<file path="src/hw/rtl/mbp_pkg.sv">
// Package for the Mandelbrot membership pixel block.
// Holds the word types, the configuration register map, and the fixed-point helpers.
// It depends on nothing else. Every other file of the block uses it.
package mbp_pkg;

    localparam int COORD_BITS = 12;
    localparam int FRAC_BITS  = 28;
    localparam int WORD_BITS  = 32;
    localparam int BAIL_BITS  = 31;
    localparam int ITER_BITS  = 16;
    localparam int IDX_BITS   = 3;
    localparam int PROD_BITS  = 2 * WORD_BITS;
    localparam int PRE_BITS   = COORD_BITS + 2 + WORD_BITS;

    localparam logic signed [WORD_BITS-1:0] WORD_MAX = {1'b0, {(WORD_BITS-1){1'b1}}};
    localparam logic signed [WORD_BITS-1:0] WORD_MIN = {1'b1, {(WORD_BITS-1){1'b0}}};

    localparam logic signed [WORD_BITS-1:0] RST_X_BEGIN = -32'sd536870912;
    localparam logic signed [WORD_BITS-1:0] RST_X_STEP  = 32'sd786432;
    localparam logic signed [WORD_BITS-1:0] RST_Y_BEGIN = -32'sd402653184;
    localparam logic signed [WORD_BITS-1:0] RST_Y_STEP  = 32'sd786432;
    localparam logic [BAIL_BITS-1:0]        RST_BAILOUT = 31'd1073741824;
    localparam logic [ITER_BITS-1:0]        RST_MAX_ITER = 16'd255;

    typedef enum logic [IDX_BITS-1:0] {
        CFG_X_BEGIN  = 3'd0,
        CFG_X_STEP   = 3'd1,
        CFG_Y_BEGIN  = 3'd2,
        CFG_Y_STEP   = 3'd3,
        CFG_BAILOUT  = 3'd4,
        CFG_MAX_ITER = 3'd5
    } t_cfg_idx;

    typedef struct packed {
        logic [COORD_BITS-1:0] column;
        logic [COORD_BITS-1:0] row;
    } t_pixel;

    typedef struct packed {
        logic                  in_set;
        logic [COORD_BITS-1:0] out_column;
        logic [COORD_BITS-1:0] out_row;
    } t_result;

    typedef struct packed {
        logic signed [WORD_BITS-1:0] x_begin;
        logic signed [WORD_BITS-1:0] x_step;
        logic signed [WORD_BITS-1:0] y_begin;
        logic signed [WORD_BITS-1:0] y_step;
        logic [BAIL_BITS-1:0]        bailout_level;
        logic [ITER_BITS-1:0]        iter_limit;
    } t_cfg;

    typedef struct packed {
        logic load;
        logic mul_c;
        logic add_c;
        logic square;
        logic update;
    } t_dp_cmd;

    typedef struct packed {
        logic escaped;
    } t_dp_sts;

    // Clamps a signed value to the 32-bit word range.
    function automatic logic signed [WORD_BITS-1:0] sat_word(
        input logic signed [PROD_BITS-1:0] v
    );
        logic signed [WORD_BITS-1:0] res;
        if (v[PROD_BITS-1:WORD_BITS-1] == {(PROD_BITS-WORD_BITS+1){v[PROD_BITS-1]}}) begin
            res = v[WORD_BITS-1:0];
        end else if (v[PROD_BITS-1]) begin
            res = WORD_MIN;
        end else begin
            res = WORD_MAX;
        end
        return res;
    endfunction

endpackage

</file>
<file path="src/hw/rtl/mbp_cfg.sv">
// Configuration register file of the Mandelbrot membership pixel block.
// Holds the six coordinate and iteration registers written through the plain write port.
// Depends on mbp_pkg.
module mbp_cfg (
    input  logic                         i_clk,
    input  logic                         i_rst_n,
    input  logic                         i_cfg_we,
    input  logic [mbp_pkg::IDX_BITS-1:0] i_cfg_index,
    input  logic [mbp_pkg::WORD_BITS-1:0] i_cfg_data,
    output mbp_pkg::t_cfg                o_cfg
);
    import mbp_pkg::*;

    t_cfg r_cfg;
    t_cfg n_cfg;

    always_comb begin
        n_cfg = r_cfg;
        if (i_cfg_we) begin
            case (i_cfg_index)
                CFG_X_BEGIN:  n_cfg.x_begin        = i_cfg_data;
                CFG_X_STEP:   n_cfg.x_step         = i_cfg_data;
                CFG_Y_BEGIN:  n_cfg.y_begin        = i_cfg_data;
                CFG_Y_STEP:   n_cfg.y_step         = i_cfg_data;
                CFG_BAILOUT:  n_cfg.bailout_level  = i_cfg_data[BAIL_BITS-1:0];
                CFG_MAX_ITER: n_cfg.iter_limit     = i_cfg_data[ITER_BITS-1:0];
                default:      n_cfg = r_cfg;
            endcase
        end
    end

    always_ff @(posedge i_clk) begin
        if (!i_rst_n) begin
            r_cfg.x_begin        <= RST_X_BEGIN;
            r_cfg.x_step         <= RST_X_STEP;
            r_cfg.y_begin        <= RST_Y_BEGIN;
            r_cfg.y_step         <= RST_Y_STEP;
            r_cfg.bailout_level  <= RST_BAILOUT;
            r_cfg.iter_limit     <= RST_MAX_ITER;
        end else begin
            r_cfg <= n_cfg;
        end
    end

    assign o_cfg = r_cfg;

endmodule

</file>
<file path="config.mk">
export PLATFORM = sky130hd
export DESIGN_NAME = mbp_cfg
export DESIGN_NICKNAME = d
export VERILOG_FILES = /design/src/hw/rtl/mbp_pkg.sv /design/src/hw/rtl/mbp_cfg.sv
export SDC_FILE = /design/constraint.sdc
export NUM_CORES = 1
export LEC_CHECK = 0
export BUFFER_PORTS_ARGS = -buffer_cell sky130_fd_sc_hd__buf_2
export CAP_MARGIN = 20
export CORE_MARGIN = 8
export CORE_UTILIZATION = 40
export CTS_CLUSTER_DIAMETER = 30
export DETAILED_ROUTE_END_ITERATION = 10
export PLACE_DENSITY = 0.64
export SYNTH_ARGS = -nofsm -noshare
export SYNTH_HDL_FRONTEND = slang
export SYNTH_SLANG_ARGS = --single-unit
export TNS_END_PERCENT = 10
</file>
<file path="constraint.sdc">
create_clock -name i_clk -period 1.9 [get_ports i_clk]
set_clock_uncertainty 0.15 [all_clocks]
set_input_delay 0 -clock i_clk [delete_from_list [all_inputs] [get_ports i_clk]]
set_output_delay 0 -clock i_clk [all_outputs]
set_load 0.02 [all_outputs]
</file>
* Word level (Yosys, flattened, before mapping)
Index checks and enable logic that the tools add are counted.
** Storage, ports and cells
- Bits in registers :: 175
- Bits of input ports :: 38
- Output and inout port bits :: 175
** Cells by class
- Eq/ne operators :: 5
- Reductions and logical operators :: 7
** Operators with widths (number)
- AND reduction 2 bit :: 6
- equality test 3 x 2 -> 1 bit (second input constant) :: 2
- equality test 3 bit (second input constant) :: 2
- equality test 3 x 1 -> 1 bit (second input constant) :: 1
- zero test 3 bit :: 1

* Logic depth before layout (Yosys ltp)
Gate-level depths: netlist of run 1.
- Depth after elaboration :: 2
- Depth in mapped cells :: 5
- Gate-level depth less buffers :: 2

* Worst setup path after synthesis of run 1
OpenSTA, ideal clock, no wires.
- Path kind :: input -> register
- Start :: in i_cfg_index[0] (netlist name)
- End :: reg r_cfg (netlist bit o_cfg[173])
- Library setup time :: 124 ps
- Arrival :: 1018 ps
- Required time :: 1626 ps
- Path slack :: 608 ps
- Stages on the path :: 5
- Path buffers :: 3
- Path through :: buf_2 or4b_1 buf_2 buf_6 mux2i_1
** On the way
- Longest elaborated chain between the ends :: 2
** Ends and longest elaborated chain
- start, declared :: RTL line mbp_cfg.sv:8 : input logic [mbp_pkg::IDX_BITS-1:0] i_cfg_index,
- zero test 3 bit :: RTL line mbp_cfg.sv:20 : case (i_cfg_index)
- AND reduction 2 bit (no source line)
- end signal, assigned :: RTL line mbp_cfg.sv:41 : r_cfg <= n_cfg;
- end, declared :: RTL line mbp_cfg.sv:14 : t_cfg r_cfg;
Every way passes these cells.
A chain may end at the register's enable or synchronous reset.

* Worst setup path after layout of run 1
- Start :: in i_cfg_index[0] (netlist name)
- End :: reg r_cfg (netlist bit o_cfg[142])
** On the way
- Longest elaborated chain between the ends :: 2
** Ends and longest elaborated chain (RTL line)
- equality test 3 x 1 -> 1 bit :: mbp_cfg.sv:20
- AND reduction 2 bit (no source line)
Every way passes these cells.

==> results of run 1 <==
logic make-up after synthesis:
group	share of synthesized area, %
buffers and inverters	3.23
multiplexers	27.1
AND/OR/NAND/NOR	15.5
flip-flops	54.2
where the power goes:
group | leakage, uW | total, uW | switching, uW | internal (uW)
registers | 0.00142 | 3800 | 44.5 | 3750
logic | 0.00280 | 659 | 394 | 265
clock network | 0.000256 | 3200 | 1400 | 1800
through the flow:
step	std cells	utilization (%)	hold WS (ns)	TNS, ns	total power, uW
CTS	1096	55.3	0.00858	0	7720
finish	1098	55.6	0.0176	0	7660
detailed placement	1028	49.5	0.135	0	4480
global placement	1028	49.5	0.128	0	4460
global route	1098	55.6	0.0336	-0.00103	7940
floorplan	626	-	0.0115	0	4230
synthesized netlist by cell type, drive strengths merged:
| library cell | n |
|---|---|
| nand2 | 187 |
| dfxtp | 175 |
| mux2i | 175 |
| nor2b | 34 |
| clkbuf | 28 |
| buf | 18 |
| nand4b | 2 |
| nand4bb | 2 |
| nor4bb | 2 |
| and4b | 1 |
| nor4b | 1 |
| or4b | 1 |
metal layers:
metal | global-route usage [%] | vias up | wire length (um)
met5 | 0 | - | 0
met4 | 6.49 | 0 | 403
met3 | 6.91 | 29 | 1510
met2 | 30.0 | 155 | 9060
met1 | 20.9 | 2451 | 7950
li1 | - | 2554 | -
timing repair:
item,in CTS,in global routing
gates resized for setup,0,1
setup buffers,0,1
setup endpoints to repair,0,2
hold endpoints to repair,175,0
hold buffers,37,0
critical path: cells and delay by family:
| family | cells | cell delay (ns) |
|---|---|---|
| AND/OR/NAND/NOR | 1 | 0.31 |
| multiplexers | 1 | 0.21 |
| buffers and inverters | 4 | 1.52 |
final cells by class:
cell class,count,share of cell area (%)
Sequential cell,175,39.8
Multi-Input combinational cell,405,31.9
Clock inverter,9,0.697
Tap cell,216,3.07
Timing Repair Buffer,271,19.0
Clock buffer,22,5.51
how the worst min path moves through the flow:
| stage | from | to | slack [ns] |
|---|---|---|---|
| final | i_cfg_index[1] | o_cfg[144]$_SDFFE_PN0P_ | 0.02 |
| after global routing | i_cfg_index[1] | o_cfg[143]$_SDFFE_PN0P_ | 0.03 |
| after CTS | i_cfg_index[1] | o_cfg[174]$_SDFFE_PN1P_ | 0.009 |
| after detailed placement | i_cfg_data[0] | o_cfg[0]$_SDFFE_PN1P_ | 0.14 |
| after global placement | i_cfg_data[0] | o_cfg[0]$_SDFFE_PN1P_ | 0.13 |
| after floorplan | i_cfg_data[30] | o_cfg[77]$_SDFFE_PN0P_ | 0.01 |
==> impl_metrics.env, run 1 <==
export IMPL_start_util_pct=40.9
export IMPL_regArea_mm2=0.00350
export IMPL_wire_per_inst_um=17.2
export IMPL_cts_max_path_buffers=2
export IMPL_largest_reg_flops=175
export IMPL_nFillCells=1370
export IMPL_synth_warnings=0
export IMPL_rr_endpoint="o_cfg[106]$_SDFFE_PN1P_"
export IMPL_cp_arrival_ns=2.04
export IMPL_grt_util_all_layers_pct=18.2
export IMPL_reg2reg_slack_ns=0.59
export IMPL_antenna_found_initial=0
export IMPL_rsz0062_at_grt="yes"
export IMPL_drv_cap=0
export IMPL_design_area_mm2=0.00879
export IMPL_htreeDepth=4
export IMPL_fin_crit_ns=1.83
export IMPL_routed_wl_mm=18.9
export IMPL_synth_distinct_cells=14
export IMPL_syn_area_mm2=0.00647
export IMPL_worstPathMaxFanout=12
export IMPL_die_w_um=143
export IMPL_netlist_area_leader_share_pct=54.2
export IMPL_reg2regPathDepth=3
export IMPL_nets=908
export IMPL_synthCells=626
export IMPL_syn_nets=664
export IMPL_cts_made_buffers=17
export IMPL_required_ns=2.11
export IMPL_clkTransAtPathRegs_ns=0.06
export IMPL_dieArea_mm2=0.0205
export IMPL_vias=5189
export IMPL_ys_top_cells_by_area="dfxtp_1 (54%), mux2i_1 (27%), nand2_1 (11%), nor2b_1 (3.3%), clkbuf_1 (1.6%)"
export IMPL_grt_overflow_total=0
export IMPL_finalWorstSetupSlack_ns=0.0707
export IMPL_setup_viol=0
export IMPL_drive_gt1_share_pct=30.5
export IMPL_via_per_inst=4.73
export IMPL_place_congestion=0.817
export IMPL_core_mm2=0.0158
export IMPL_period_share_pct=96.3
export IMPL_synth_avg_cell_area_um2=10.3
export IMPL_cts_tree="built"
export IMPL_cts_sinks=175
export IMPL_tightest_slew_ns=0.593
export IMPL_place_port_buffers=212
export IMPL_ir_worst_vdd_v=0.000608
export IMPL_final_cell_mix="buf_2 (211), nand2_1 (187), mux2i_1 (175), dfxtp_1 (175), dlygate4sd3_1 (37)"
export IMPL_crit_top_cell="dlygate4sd3_1"
export IMPL_multiInputGateArea_mm2=0.00280
export IMPL_synth_seq_area_share_pct=54.2
export IMPL_drc=0
export IMPL_placed_area_mm2=0.00784
export IMPL_grt_pass1_wl_mm=28.9
export IMPL_r2r_start="o_cfg[106]$_SDFFE_PN1P_"
export IMPL_worst_setup_path_type="in2reg"
export IMPL_clock_latency_ns=0.42
export IMPL_ys_ff_latch=175
export IMPL_crit_path_end_kind="flop"
export IMPL_pre_cts_ws_ns=0.509
export IMPL_holdCritPathClass="in2reg"
export IMPL_max_freq_mhz=547
export IMPL_area_delta_synth_final_pct=36.0
export IMPL_maxSlewViolCount=0
export IMPL_hold_viol=0
export IMPL_slowest_stage="dlygate4sd3_1"
export IMPL_place_hpwl_mm=13.5
export IMPL_diodes=0
export IMPL_total_leakage_power_uw=0.00448
export IMPL_synth_largest_area_cell="dfxtp_1"
export IMPL_drtAntennaViolNets=0
export IMPL_p_per_area_mw_per_mm2=871
export IMPL_crit_path_cell_trace="dlygate4sd3_1 -> buf_2 -> nor4bb_4 -> buf_12 -> mux2i_1 -> dlygate4sd3_1"
export IMPL_startpoint_type="input pin"
export IMPL_layout_commonest_cell="buf_2"
export IMPL_hold_depth=4
export IMPL_io_pins=213
export IMPL_rows=46
export IMPL_crit_path_start="i_cfg_index[0]"
export IMPL_cpPeakStageDelay_ns=0.57
export IMPL_outcome="finished, final reports clean"
export IMPL_drtIter0Drc=213
export IMPL_relSlewSlack_pct=60.5
export IMPL_cts_root_buffer="clkbuf_16"
export IMPL_grt_pass1_vias=5373
export IMPL_grt_max_degree=49
export IMPL_dr_pass1_iters=4
export IMPL_fp_dieH_um=143
export IMPL_crit_end="o_cfg[142]$_SDFFE_PN0P_"
No activity file was read; power rests on OpenSTA's default activity.
==> run 2, diff against run 1 <==
--- a/config.mk
+++ b/config.mk
@@ -12,6 +12,7 @@
 export CTS_CLUSTER_DIAMETER = 30
 export DETAILED_ROUTE_END_ITERATION = 10
 export PLACE_DENSITY = 0.64
+export RECOVER_POWER = 100
 export SYNTH_ARGS = -nofsm -noshare
 export SYNTH_HDL_FRONTEND = slang
 export SYNTH_SLANG_ARGS = --single-unit
==> run 2 against run 1 <==
  * Register-to-register slack barely moved
  * Fmax fell by 0.38%
  * Sequential power barely moved
  * Wire length barely moved
  * Non-clock buffer count did not move
  * Die area did not move
  * Worst setup slack got worse by 0.0070 ns
  * Combinational power fell by 3.9%
  * Final area fell by 2.7%
==> impl_metrics.env, run 2 (synthesized netlist as in run 1, its figures left out) <==
export IMPL_place_hpwl_mm=13.5
export IMPL_relSlewSlack_pct=53.2
export IMPL_drive_gt1_share_pct=10.5
export IMPL_ir_worst_vdd_v=0.000607
export IMPL_die_w_um=143
export IMPL_grt_max_degree=49
export IMPL_cts_tree="built"
export IMPL_drtAntennaViolNets=0
export IMPL_clock_latency_ns=0.41
export IMPL_design_power_total_uw=7620
export IMPL_startpoint_type="input pin"
export IMPL_core_mm2=0.0158
export IMPL_period_share_pct=96.6
export IMPL_p_clk_share_pct=41.9
export IMPL_worstPathMaxFanout=12
export IMPL_total_leakage_power_uw=0.00377
export IMPL_p_per_area_mw_per_mm2=891
export IMPL_cts_root_buffer="clkbuf_16"
export IMPL_nets=908
export IMPL_clkTransAtPathRegs_ns=0.06
export IMPL_rsz0062_at_grt="yes"
export IMPL_cts_made_buffers=17
export IMPL_crit_end="o_cfg[142]$_SDFFE_PN0P_"
export IMPL_rows=46
export IMPL_antenna_found_initial=0
export IMPL_drv_cap=0
export IMPL_hold_viol=0
export IMPL_worst_setup_path_type="in2reg"
export IMPL_dr_pass1_iters=4
export IMPL_reg2reg_slack_ns=0.58
export IMPL_drc=0
export IMPL_layout_commonest_cell="nand2_1"
export IMPL_io_pins=213
export IMPL_final_cell_mix="nand2_1 (187), clkbuf_1 (177), mux2i_1 (175), dfxtp_1 (175), dlygate4sd3_1 (37)"
export IMPL_holdCritPathClass="in2reg"
export IMPL_post_route_util_pct=54.1
export IMPL_maxSlewViolCount=0
export IMPL_hold_slack_ns=0.0230
export IMPL_required_ns=2.11
export IMPL_vias=5234
export IMPL_fp_dieH_um=143
export IMPL_outcome="finished, final reports clean"
export IMPL_diodes=0
export IMPL_grt_util_all_layers_pct=18.2
export IMPL_routed_wl_mm=18.9
export IMPL_max_freq_mhz=545
export IMPL_crit_path_start="i_cfg_index[0]"
export IMPL_dieArea_mm2=0.0205
export IMPL_start_util_pct=40.9
export IMPL_rr_endpoint="o_cfg[106]$_SDFFE_PN1P_"
export IMPL_grt_pass1_vias=5373
export IMPL_grt_pass1_wl_mm=28.9
export IMPL_cts_sinks=175
export IMPL_wire_per_inst_um=17.2
export IMPL_place_port_buffers=212
export IMPL_via_per_inst=4.77
export IMPL_power_switching_uw=1830
export IMPL_reg2regPathDepth=3
export IMPL_p_sw_share_pct=24.1
export IMPL_largest_reg_flops=175
export IMPL_r2r_start="o_cfg[106]$_SDFFE_PN1P_"
export IMPL_setup_viol=0
export IMPL_area_delta_synth_final_pct=32.3
export IMPL_tightest_slew_ns=0.701
export IMPL_crit_path_end_kind="flop"
export IMPL_htreeDepth=4
export IMPL_grt_overflow_total=0
export IMPL_fin_crit_ns=1.84
export IMPL_cts_max_path_buffers=2
export IMPL_pwr_share_seq_pct=49.8
export IMPL_place_congestion=0.817
export IMPL_p_int_uw=5790
export IMPL_cp_arrival_ns=2.05
export IMPL_drtIter0Drc=228
export IMPL_combPwrFrac_pct=8.3
==> run 2: worst min path at each step <==
stage / startpoint / endpoint / slack (ns) / cells past startpoint
2_1_floorplan: i_cfg_data[30] / o_cfg[77]$_SDFFE_PN0P_ / 0.01 / 2
3_3_place_gp: i_cfg_data[0] / o_cfg[0]$_SDFFE_PN1P_ / 0.13 / 3
3_5_place_dp: i_cfg_data[0] / o_cfg[0]$_SDFFE_PN1P_ / 0.14 / 3
4_1_cts: i_cfg_index[1] / o_cfg[174]$_SDFFE_PN1P_ / 0.009 / 4
5_1_grt: i_cfg_index[1] / o_cfg[143]$_SDFFE_PN0P_ / 0.03 / 4
6_report: i_cfg_index[1] / o_cfg[174]$_SDFFE_PN1P_ / 0.02 / 4
==> run 2: stage by stage <==
stage / worst slack (ns) / std cells / area, um^2 / TNS [ns]
6_report: 0.0638 / 1098 / 8560 / 0
4_1_cts: 0.0333 / 1096 / 8750 / 0
2_1_floorplan: 0.608 / 626 / 6470 / 0
3_3_place_gp: 0.519 / 1028 / 7840 / 0
3_5_place_dp: 0.509 / 1028 / 7840 / 0
5_1_grt: -0.00103 / 1098 / 8560 / -0.00103
==> run 2: final cells by class <==
| class | count | area, um^2 |
|---|---|---|
| clock buffer | 22 | 484 |
| clock inverter | 9 | 61.3 |
| fill | 1480 | 7270 |
| multi-input combinational | 405 | 2800 |
| sequential | 175 | 3500 |
| tap | 216 | 270 |
| timing repair buffer | 271 | 1430 |
==> run 2: critical path, stage by stage <==
cell and delay [ns]:
dlygate4sd3_1 0.53, buf_2 0.20, nor4bb_4 0.31, buf_12 0.22
mux2i_1 0.21, dlygate4sd3_1 0.57
==> run 2: per-layer routing <==
| metal | track usage, % | up-vias | wire (um) |
|---|---|---|---|
| met2 | 30.0 | 187 | 9060 |
| met5 | 0 | - | 0 |
| met4 | 6.49 | 0 | 391 |
| met1 | 20.9 | 2456 | 7880 |
| li1 | - | 2563 | - |
| met3 | 6.91 | 28 | 1570 |
==> run 2: timing repair <==
action	in CTS	in global routing
hold buffers	37	0
buffers inserted	0	1
endpoints found under the hold margin	175	0
gates resized for setup	0	1
setup endpoints to repair	0	2
==> run 2: power by group through the flow <==
stage / registers [uW] / logic, uW / clock network [uW]
2_1_floorplan: 3970 / 260 / 0
3_3_place_gp: 3870 / 588 / 0
3_5_place_dp: 3880 / 600 / 0
4_1_cts: 3790 / 658 / 3270
5_1_grt: 3800 / 681 / 3430
6_report: 3800 / 633 / 3190
