`src/hw/rtl/mbp_pkg.sv`:
```
// Package for the Mandelbrot membership pixel block.
// Holds the word types, the configuration register map, and the fixed-point helpers.
// It depends on nothing else. Every other file of the block uses it.
package mbp_pkg;

    localparam int COORD_BITS = 12;
    localparam int FRAC_BITS  = 28;
    localparam int WORD_BITS  = 32;
    localparam int BAIL_BITS  = 31;
    localparam int ITER_BITS  = 16;
    localparam int IDX_BITS   = 3;
    localparam int PROD_BITS  = 2 * WORD_BITS;
    localparam int PRE_BITS   = COORD_BITS + 2 + WORD_BITS;

    localparam logic signed [WORD_BITS-1:0] WORD_MAX = {1'b0, {(WORD_BITS-1){1'b1}}};
    localparam logic signed [WORD_BITS-1:0] WORD_MIN = {1'b1, {(WORD_BITS-1){1'b0}}};

    localparam logic signed [WORD_BITS-1:0] RST_X_BEGIN = -32'sd536870912;
    localparam logic signed [WORD_BITS-1:0] RST_X_STEP  = 32'sd786432;
    localparam logic signed [WORD_BITS-1:0] RST_Y_BEGIN = -32'sd402653184;
    localparam logic signed [WORD_BITS-1:0] RST_Y_STEP  = 32'sd786432;
    localparam logic [BAIL_BITS-1:0]        RST_BAILOUT = 31'd1073741824;
    localparam logic [ITER_BITS-1:0]        RST_MAX_ITER = 16'd255;

    typedef enum logic [IDX_BITS-1:0] {
        CFG_X_BEGIN  = 3'd0,
        CFG_X_STEP   = 3'd1,
        CFG_Y_BEGIN  = 3'd2,
        CFG_Y_STEP   = 3'd3,
        CFG_BAILOUT  = 3'd4,
        CFG_MAX_ITER = 3'd5
    } t_cfg_idx;

    typedef struct packed {
        logic [COORD_BITS-1:0] column;
        logic [COORD_BITS-1:0] row;
    } t_pixel;

    typedef struct packed {
        logic                  in_set;
        logic [COORD_BITS-1:0] out_column;
        logic [COORD_BITS-1:0] out_row;
    } t_result;

    typedef struct packed {
        logic signed [WORD_BITS-1:0] x_begin;
        logic signed [WORD_BITS-1:0] x_step;
        logic signed [WORD_BITS-1:0] y_begin;
        logic signed [WORD_BITS-1:0] y_step;
        logic [BAIL_BITS-1:0]        bailout_level;
        logic [ITER_BITS-1:0]        iter_limit;
    } t_cfg;

    typedef struct packed {
        logic load;
        logic mul_c;
        logic add_c;
        logic square;
        logic update;
    } t_dp_cmd;

    typedef struct packed {
        logic escaped;
    } t_dp_sts;

    // Clamps a signed value to the 32-bit word range.
    function automatic logic signed [WORD_BITS-1:0] sat_word(
        input logic signed [PROD_BITS-1:0] v
    );
        logic signed [WORD_BITS-1:0] res;
        if (v[PROD_BITS-1:WORD_BITS-1] == {(PROD_BITS-WORD_BITS+1){v[PROD_BITS-1]}}) begin
            res = v[WORD_BITS-1:0];
        end else if (v[PROD_BITS-1]) begin
            res = WORD_MIN;
        end else begin
            res = WORD_MAX;
        end
        return res;
    endfunction

endpackage

```
`src/hw/rtl/mbp_ctrl.sv`:
```
// Controller of the Mandelbrot membership pixel block.
// Sequences setup and the square and update steps of each pass, and counts passes.
// Depends on mbp_pkg; drives mbp_dp through command and status structs.
module mbp_ctrl (
    input  logic                          i_clk,
    input  logic                          i_rst_n,
    input  logic                          start,
    input  logic [mbp_pkg::ITER_BITS-1:0] i_iter_limit,
    input  mbp_pkg::t_dp_sts              i_sts,
    output mbp_pkg::t_dp_cmd              o_cmd,
    output logic                          busy,
    output logic                          o_valid,
    output logic                          o_in_set
);
    import mbp_pkg::*;

    typedef enum logic [4:0] {
        S_IDLE   = 5'b00001,
        S_MUL_C  = 5'b00010,
        S_ADD_C  = 5'b00100,
        S_SQUARE = 5'b01000,
        S_UPDATE = 5'b10000
    } t_state;

    t_state                r_state;
    t_state                n_state;
    logic [ITER_BITS-1:0]  r_pass;
    logic [ITER_BITS-1:0]  n_pass;
    logic                  r_valid;
    logic                  n_valid;
    logic                  r_in_set;
    logic                  n_in_set;

    always_comb begin
        n_state  = r_state;
        n_pass   = r_pass;
        n_valid  = 1'b0;
        n_in_set = r_in_set;
        o_cmd    = '0;
        case (r_state)
            S_IDLE: begin
                o_cmd.load = start;
                if (start) begin
                    n_state = S_MUL_C;
                end
            end
            S_MUL_C: begin
                o_cmd.mul_c = 1'b1;
                n_state     = S_ADD_C;
            end
            S_ADD_C: begin
                o_cmd.add_c = 1'b1;
                n_pass      = '0;
                n_state     = S_SQUARE;
            end
            S_SQUARE: begin
                o_cmd.square = 1'b1;
                n_state      = S_UPDATE;
            end
            S_UPDATE: begin
                o_cmd.update = 1'b1;
                if (i_sts.escaped) begin
                    n_valid  = 1'b1;
                    n_in_set = 1'b0;
                    n_state  = S_IDLE;
                end else if (r_pass == i_iter_limit) begin
                    n_valid  = 1'b1;
                    n_in_set = 1'b1;
                    n_state  = S_IDLE;
                end else begin
                    n_pass  = r_pass + 1'b1;
                    n_state = S_SQUARE;
                end
            end
            default: begin
                n_state = S_IDLE;
            end
        endcase
    end

    always_ff @(posedge i_clk) begin
        if (!i_rst_n) begin
            r_state  <= S_IDLE;
            r_pass   <= '0;
            r_valid  <= 1'b0;
            r_in_set <= 1'b0;
        end else begin
            r_state  <= n_state;
            r_pass   <= n_pass;
            r_valid  <= n_valid;
            r_in_set <= n_in_set;
        end
    end

    assign busy     = (r_state != S_IDLE);
    assign o_valid  = r_valid;
    assign o_in_set = r_in_set;

endmodule

```
`config.mk`:
```
export PLATFORM = sky130hd
export DESIGN_NAME = mbp_ctrl
export DESIGN_NICKNAME = d
export VERILOG_FILES = /design/src/hw/rtl/mbp_pkg.sv /design/src/hw/rtl/mbp_ctrl.sv
export SDC_FILE = /design/constraint.sdc
export NUM_CORES = 1
export LEC_CHECK = 0
export ABC_CLOCK_PERIOD_IN_PS = 2300
export BUFFER_PORTS_ARGS = -buffer_cell sky130_fd_sc_hd__buf_4
export CAP_MARGIN = 30
export CORE_UTILIZATION = 32
export CTS_BUF_LIST = sky130_fd_sc_hd__clkbuf_4
export CTS_CLUSTER_SIZE = 14
export DETAILED_ROUTE_END_ITERATION = 8
export HOLD_SLACK_MARGIN = 0.06
export SLEW_MARGIN = 30
export SYNTH_ARGS = -nofsm -noshare
export SYNTH_HDL_FRONTEND = slang
export SYNTH_SLANG_ARGS = --single-unit
```
`constraint.sdc`:
```
create_clock -name i_clk -period 2.3 [get_ports i_clk]
set_input_delay 0.23 -clock i_clk [delete_from_list [all_inputs] [get_ports i_clk]]
set_output_delay 0.23 -clock i_clk [all_outputs]
set_load 0.01 [all_outputs]
```
Yosys cells after proc, flatten, opt, wreduce, memory -nomap -nowiden. Cells that the tools add are included.

Flip-flop bits (word level): 23. Input port bits: 20. Output and inout bits: 8. Logic and storage cells: 36.

Add/sub/neg operators: 1. Equality and inequality tests: 10. Multiplexer cells: 16. Reductions and logical operators: 5.

Operators by type and width (count): 16-bit two-way mux (2); 16-bit one-hot mux with 2 select lines (1); 5-bit one-hot mux with 5 select lines (1); 16-bit by 1-bit adder with 16-bit output (second input constant) (1); 16-bit == test (1); 1-bit two-way mux (9); 4-bit two-way mux (2); 2-bit != test (second input constant) (3); 5-bit by 1-bit == test with 1-bit output (second input constant) (1); 5-bit by 2-bit == test with 1-bit output (second input constant) (1); 5-bit by 3-bit == test with 1-bit output (second input constant) (1); 5-bit by 4-bit == test with 1-bit output (second input constant) (1); 5-bit == test (second input constant) (1); 5-bit two-way mux (1); 5-bit by 1-bit != test with 1-bit output (second input constant) (1); 2-bit AND reduction (2); 2-bit nonzero test (2); 3-bit AND reduction (1).

Longest topological paths before layout. Gate-level depths: netlist of the first run.

Depth in word-level cells: 4. Mapped depth: 7. Mapped depth without buffers: 6.

Least setup slack after synthesis of the first run. OpenSTA, ideal clock, no wires.

Kind: reg2reg. From: register r_pass[0]. To: register r_pass[10]. Library setup time: 0.082 ns. Arrival time: 1.642 ns. Data required time: 2.218 ns. Path slack: 0.576 ns. Cell stages (with the launch flop): 7. Path buffers: 1. Period minus slack after synthesis: 1.724 ns. Cell sequence: dfxtp_1 -> ha_1 -> nand3_1 -> or3_1 -> clkbuf_1 -> or3_1 -> o221ai_1.

Cells in the longest elaborated chain, start to end: 4. Elaborated cells on any way between the ends: 7. Those cells by class: add/sub: 1; eq/ne: 2; mux: 3; reduce/logical: 1.

RTL lines: start, declared (line mbp_ctrl.sv:27) `logic [ITER_BITS-1:0] r_pass;`; start signal, assigned (line mbp_ctrl.sv:89) `r_pass <= n_pass;`; 16-bit by 1-bit adder with 16-bit output (line mbp_ctrl.sv:71) `n_pass = r_pass + 1'b1;`; 16-bit two-way mux (line mbp_ctrl.sv:66) `end else if (r_pass == i_iter_limit) begin`; 16-bit two-way mux (line mbp_ctrl.sv:62) `if (i_sts.escaped) begin`; 16-bit one-hot mux with 2 select lines (line mbp_ctrl.sv:40) `case (r_state)`.

Parallel ways exist; a longest one is shown, timed or not. The select of a mux whose other input is x is not followed. A chain may end at the register's enable or synchronous reset.

Worst setup path in the final report of the first run.
From: register r_pass[10]. To: register r_pass[5].

Cells in the longest elaborated chain, start to end: 3.

RTL lines (line): 16-bit == test (mbp_ctrl.sv:66); 2-bit != test (no line); 3-bit AND reduction (no line).

Every way passes these cells.

==> key figures, run 1 <==
Outcome
  • Outcome: finished, final reports clean

Critical path
  • Worst setup SP type: flop
  • Critical-path cell list: xnor2_1 -> nand4_2 -> o41ai_4 -> o211ai_2 -> a31oi_1
  • Kind of critical path: reg -> reg
  • Critical Path End Type: flop
  • Largest fanout on the critical path: 12
  • Slowest-stage cell, CP: o41ai_4
  • Critical Path Max Stage Delay: 0.56 ns
  • Worst Path Arrival: 2.32 ns
  • Reg-to-reg slack, setup: 0.22 ns
  • Critical Path RT: 2.54 ns

Placement
  • Port Buffer Count: 27
  • RePlAce Congestion: 0.799
  • Area after DPL: 1690 sq um
  • DP Wirelength: 2470 um

Global routing
  • Met2 Usage GRT: 22.7%
  • Vias in the first global route: 1142
  • Global-route wire length before repair: 5430 um
  • Total grt overflow: 0
  • Largest net degree at the start of global routing: 18
  • Met1 Resource Use GR: 19.3%
  • Met3 usage: 2.47%
  • Initial antenna violation count: 0
  • GRT Util Overall: 14.0%
  • GR peak layer: met2

STA
  • Fin crit period: 2.08 ns
  • Final hold vios: 0
  • RSZ-0062 raised after global routing: no
  • Final setup skew: 0.000940 ns
  • Slew Limit Headroom: 59.7%
  • Worst slew pin tran: 0.603 ns
  • Max-slew violation count: 0
  • Setup Total Neg Slack: 0 ns
  • Setup-failing EPs final: 0
  • Fin crit share: 90.4%
  • F_max: 481 MHz

Drt
  • DRT iter0 DRCs: 85
  • Antenna Nets Post-Route: 0
  • Pre-Repair DR Iteration Count: 4
  • Vias post-DR: 1286
  • DRT Wirelength: 3310 um
  • Vias per std cell: 5.21
  • Routed wire length per instance: 13.4 um
  • # DRC: 0

Die
  • Core Region: 4380 sq um
  • Die H: 69.6 um
  • Die area: 4840 sq um
  • Initial Util: 33.3%
  • Row cnt: 24
  • DIE WIDTH: 69.6 um
  • # IOs: 28

CTS
  • CTS max path bufs: 2
  • Root buffer cell: clkbuf_4
  • CTS resizes: 0
  • Clock transition at path regs: 0.12 ns
  • H-tree Lvls: 1
  • CTS hold repair buffers: 0
  • TritonCTS clock tree: built
  • Post-CTS setup buffers: 0
  • CTS sink cnt: 23
  • Number of CTS-inserted buffers: 3
  • Clock latency on the worst-skew pair: 0.31 ns

Synth
  • Top-count cell post-synth: dfxtp_1
  • Post-synth top cells: dfxtp_1, nand2_1, a31oi_1, xnor2_1, inv_1
  • Synth area leaders: dfxtp_1, xnor2_1, a31oi_1, nand2_1, nand4_2
  • Syn. warnings: 0
  • #FFs+latches synth: 23
  • Mapped Cells: 169
  • Post-synth cell types: 51
  • Mean Syn Cell Area: 8.64 sq um
  • Main synth FF type: dfxtp_1
  • Yosys top cell area share: 31.5%
  • Async SR Flop Fraction: 0%
  • Register area share after synthesis: 31.5%
  • Synthesized area: 1460 sq um
  • Syn Nets: 190
  • Area leader, netlist: dfxtp_1
  • Post-synth EDFFs: 0

Min path
  • Hold Crit Class: in -> reg

Finish
  • Fillcell total: 467
  • ANT cells: 0
  • Post-Layout Inst Area: 1720 sq um
  • Layout cells sized above 1: 25.1%
  • FF+latch area: 460 sq um
  • Layout area overhead: 17.7%
  • Area of the multi-input gates: 892 sq um
  • NumNets Final: 217
  • Finished Core Util: 39.2%

Run
  • Max-Cap Viols: 0

Pwr
  • Static Leak: 0.645 nW
  • Peak VDD IR: 174 uV
  • PwrDens: 423 nW/um^2
layer usage:
| metal | vias up | wire (um) |
|---|---|---|
| li1 | 673 | - |
| met3 | 2 | 131 |
| met2 | 22 | 1480 |
| met5 | - | 0 |
| met4 | 0 | 19 |
| met1 | 589 | 1680 |
final timing paths:
kind              start         end  cells after the start
max          r_pass[10]   r_pass[5]                      5
min             i_rst_n  r_pass[15]                      3
max reg2reg  r_pass[10]   r_pass[5]                      5
min reg2reg  r_pass[15]  r_pass[15]                      2
layout by cell type (no fill, tap or decap), types with 2 or more instances in the layout:
master,count
buf_4,31
dfxtp_1,23
nand2_1,17
xnor2_1,15
a31oi_1,15
inv_1,9
nor2_1,8
and2_1,7
o21ai_1,6
nor3_1,5
nand4_2,4
nand2b_1,4
nand3_1,4
clkbuf_4,4
o21ai_0,3
nand3b_1,2
nand4_1,2
o211ai_2,2
o211ai_1,2
o221a_2,2
or3_1,2
sequential cells by signal, indices dropped and copies added, names as in the netlist:
register	flops
o_valid	1
o_in_set	1
r_state	5
r_pass	16
report_power, final:
| group | internal [mW] | switching [mW] | total, mW |
|---|---|---|---|
| clock | 0.0795 | 0.121 | 0.200 |
| combinational | 0.0601 | 0.0528 | 0.113 |
| sequential | 0.405 | 0.00848 | 0.413 |
| total | 0.544 | 0.182 | 0.727 |
final cells by class:
type | instances | share of cell area, %
inverter | 10 | 2.18
multi-input combinational | 127 | 51.9
timing repair buffer | 31 | 13.5
clock buffer | 4 | 1.75
sequential | 23 | 26.8
tap | 52 | 3.79
worst max-delay path: cells and delay by family, from the launching register on:
family | cells | cell delay (ns)
AO/OA/AOI/OAI | 3 | 1.17
flip-flops | 1 | 0.47
AND/OR/NAND/NOR | 1 | 0.19
XOR/XNOR | 1 | 0.18
kinds of logic (layout without fill, tap and decap cells):
kind of cell	count (synthesis)	count (layout)	synth area share [%]
buffers and inverters	19	45	7.37
and+or+nand+nor	65	65	25.8
DFF	23	23	31.5
muxes	1	1	0.686
xor gates and xnor gates	17	17	10.7
adders and majority gates	1	1	0.857
AOI/OAI and AO/OA	43	43	23.1
stage by stage:
stage | std cells | total power, mW | setup slack, ns | hold WS, ns
floorplan | 169 | 0.487 | 0.576 | 0.389
global placement | 243 | 0.536 | 0.266 | 0.476
detailed placement | 243 | 0.536 | 0.245 | 0.488
CTS | 247 | 0.736 | 0.216 | 0.242
global route | 247 | 0.765 | 0.0683 | 0.233
finish | 247 | 0.727 | 0.221 | 0.252
(Power assumes the default switching activity.)
==> run 2, diff against run 1 <==
Settings changed: BUFFER_PORTS_ARGS -buffer_cell sky130_fd_sc_hd__buf_4 to -buffer_cell sky130_fd_sc_hd__buf_2.
==> key figures, run 2 (synthesized netlist as in run 1, its figures left out) <==
Global routing
  • Total grt overflow: 0 (unchanged)
  • Global-route wire length before repair: 5610 um (+3.3%)
  • Vias in the first global route: 1233 (+8.0%)
  • Largest net degree at the start of global routing: 21 (+3)
  • Initial antenna violation count: 0 (unchanged)
  • GRT Util Overall: 14.5% (+0.54 points)

Die
  • Core Region: 4380 sq um (unchanged)
  • Row cnt: 24 (unchanged)
  • Initial Util: 33.3% (unchanged)
  • Die H: 69.6 um (unchanged)
  • Die area: 4840 sq um (unchanged)
  • # IOs: 28 (unchanged)
  • DIE WIDTH: 69.6 um (unchanged)

Pwr
  • Peak VDD IR: 268 uV (+54%)
  • PwrDens: 428 nW/um^2 (+1.1%)
  • Tot Pwr: 0.705 mW (-3.0%)
  • Static Leak: 0.628 nW (-2.7%)

Drt
  • Vias per std cell: 5.23 (+0.54%)
  • Antenna Nets Post-Route: 0 (unchanged)
  • # DRC: 0 (unchanged)
  • DRT Wirelength: 3240 um (-2.2%)
  • Routed wire length per instance: 13.1 um (-2.2%)
  • Vias post-DR: 1293 (+0.54%)
  • DRT iter0 DRCs: 99 (+16%)
  • Pre-Repair DR Iteration Count: 4 (unchanged)

CTS
  • TritonCTS clock tree: built
  • CTS sink cnt: 23 (unchanged)
  • CTS resizes: 0 (unchanged)
  • Post-CTS setup buffers: 0 (unchanged)
  • H-tree Lvls: 1 (unchanged)
  • Clock latency on the worst-skew pair: 0.32 ns (about the same)
  • Clock transition at path regs: 0.13 ns (about the same)
  • Number of CTS-inserted buffers: 3 (unchanged)
  • CTS hold repair buffers: 0 (unchanged)
  • Root buffer cell: clkbuf_4
  • CTS max path bufs: 2 (unchanged)

Placement
  • Placed cells: 243 (unchanged)
  • Area after DPL: 1620 sq um (-4.0%)
  • DP Wirelength: 2440 um (-1.2%)
  • RePlAce Congestion: 0.745 (-6.8%)
  • Port Buffer Count: 27 (unchanged)
  • Pre-CTS setup slack: 0.276 ns (+0.0309 ns)

Outcome
  • Outcome: finished, final reports clean

STA
  • Max-slew violation count: 0 (unchanged)
  • Setup-failing EPs final: 0 (unchanged)
  • Final setup skew: 0.00805 ns (+0.00711 ns)
  • Fin crit period: 2.05 ns (-0.0338 ns)
  • F_max: 489 MHz (+1.7%)
  • Fin crit share: 88.9% (-1.5 points)
  • Setup ws final: 0.255 ns (+0.0338 ns)
  • Final hold vios: 0 (unchanged)
  • Setup Total Neg Slack: 0 ns (unchanged)
  • Worst slew pin tran: 0.599 ns (-0.00446 ns)
  • RSZ-0062 raised after global routing: no
  • Slew Limit Headroom: 60.0% (+0.30 points)

Finish
  • Layout area overhead: 12.9%
  • Post-Layout Inst Area: 1650 sq um (-4.1%)
  • Max reg flops: 16 (unchanged)
  • Fillcell total: 462 (-1.1%)
  • Most common cell after layout, fill and taps aside: buf_2
  • Area of the multi-input gates: 892 sq um (unchanged)
  • FF+latch area: 460 sq um (unchanged)
  • Top flop regs: r_pass x16, r_state x5
  • ANT cells: 0 (unchanged)
  • Layout cells sized above 1: 25.1% (unchanged)
  • NumNets Final: 217 (unchanged)
  • Post-Layout Cell Count: 247 (unchanged)
  • Most frequent cells in the layout: buf_2, dfxtp_1, nand2_1, xnor2_1, a31oi_1
  • Largest Register: r_pass

Critical path
  • Critical Path RT: 2.55 ns (about the same)
  • Critical Path End Type: flop
  • Largest fanout on the critical path: 12 (unchanged)
  • Kind of critical path: reg -> reg
  • Worst Path Arrival: 2.30 ns (-0.02 ns)
  • Worst setup SP type: flop

Run
  • Max-Cap Viols: 0 (unchanged)

Min path
  • Hold Crit Class: in -> reg
## run 2: area by class of cell
| class | instances | share of cell area, % |
|---|---|---|
| clock buffers | 3 | 1.37 |
| clock inverters | 1 | 0.304 |
| inverters | 10 | 2.28 |
| multi-input cells | 127 | 54.1 |
| flip-flops and latches | 23 | 27.9 |
| well taps | 52 | 3.95 |
| repair buffers | 31 | 10.0 |
## run 2: final timing paths
| check | end | cells past startpoint | slack (ns) | start |
|---|---|---|---|---|
| setup / recovery | r_pass[10] | 5 | 0.25 | r_pass[3] |
| hold / removal | r_state[1] | 4 | 0.27 | start |
| setup reg to reg | r_pass[10] | 5 | 0.25 | r_pass[3] |
| hold reg to reg | r_pass[15] | 2 | 0.50 | r_pass[15] |
## run 2: stage by stage
step / hold WS, ns / util, %
6_report: 0.270 / 37.6
5_1_grt: 0.265 / 37.6
4_1_cts: 0.261 / 37.6
3_5_place_dp: 0.481 / 37.0
3_3_place_gp: 0.478 / 37.0
2_1_floorplan: 0.389 / -
## run 2: critical path, stage by stage, from the launching register on
cell and delay (ns):
dfxtp_1 0.49, xnor2_2 0.15, nand4_2 0.18, o41ai_4 0.53
o211ai_2 0.33, o221ai_1 0.28
## run 2: routing by layer
metal	up-vias	track usage [%]	share of wire, %	routed length [um]
met2	30	23.0	46	1490
met1	590	19.7	47	1530
li1	671	-	-	-
met4	0	3.40	0.83	27
met5	-	0	0	0
met3	2	3.92	6.0	195
## run 2: power breakdown
| group | leakage (nW) | internal (mW) | switching (mW) |
|---|---|---|---|
| registers | 0.186 | 0.405 | 0.00839 |
| clock network | 0.0177 | 0.0652 | 0.128 |
| logic | 0.424 | 0.0474 | 0.0515 |
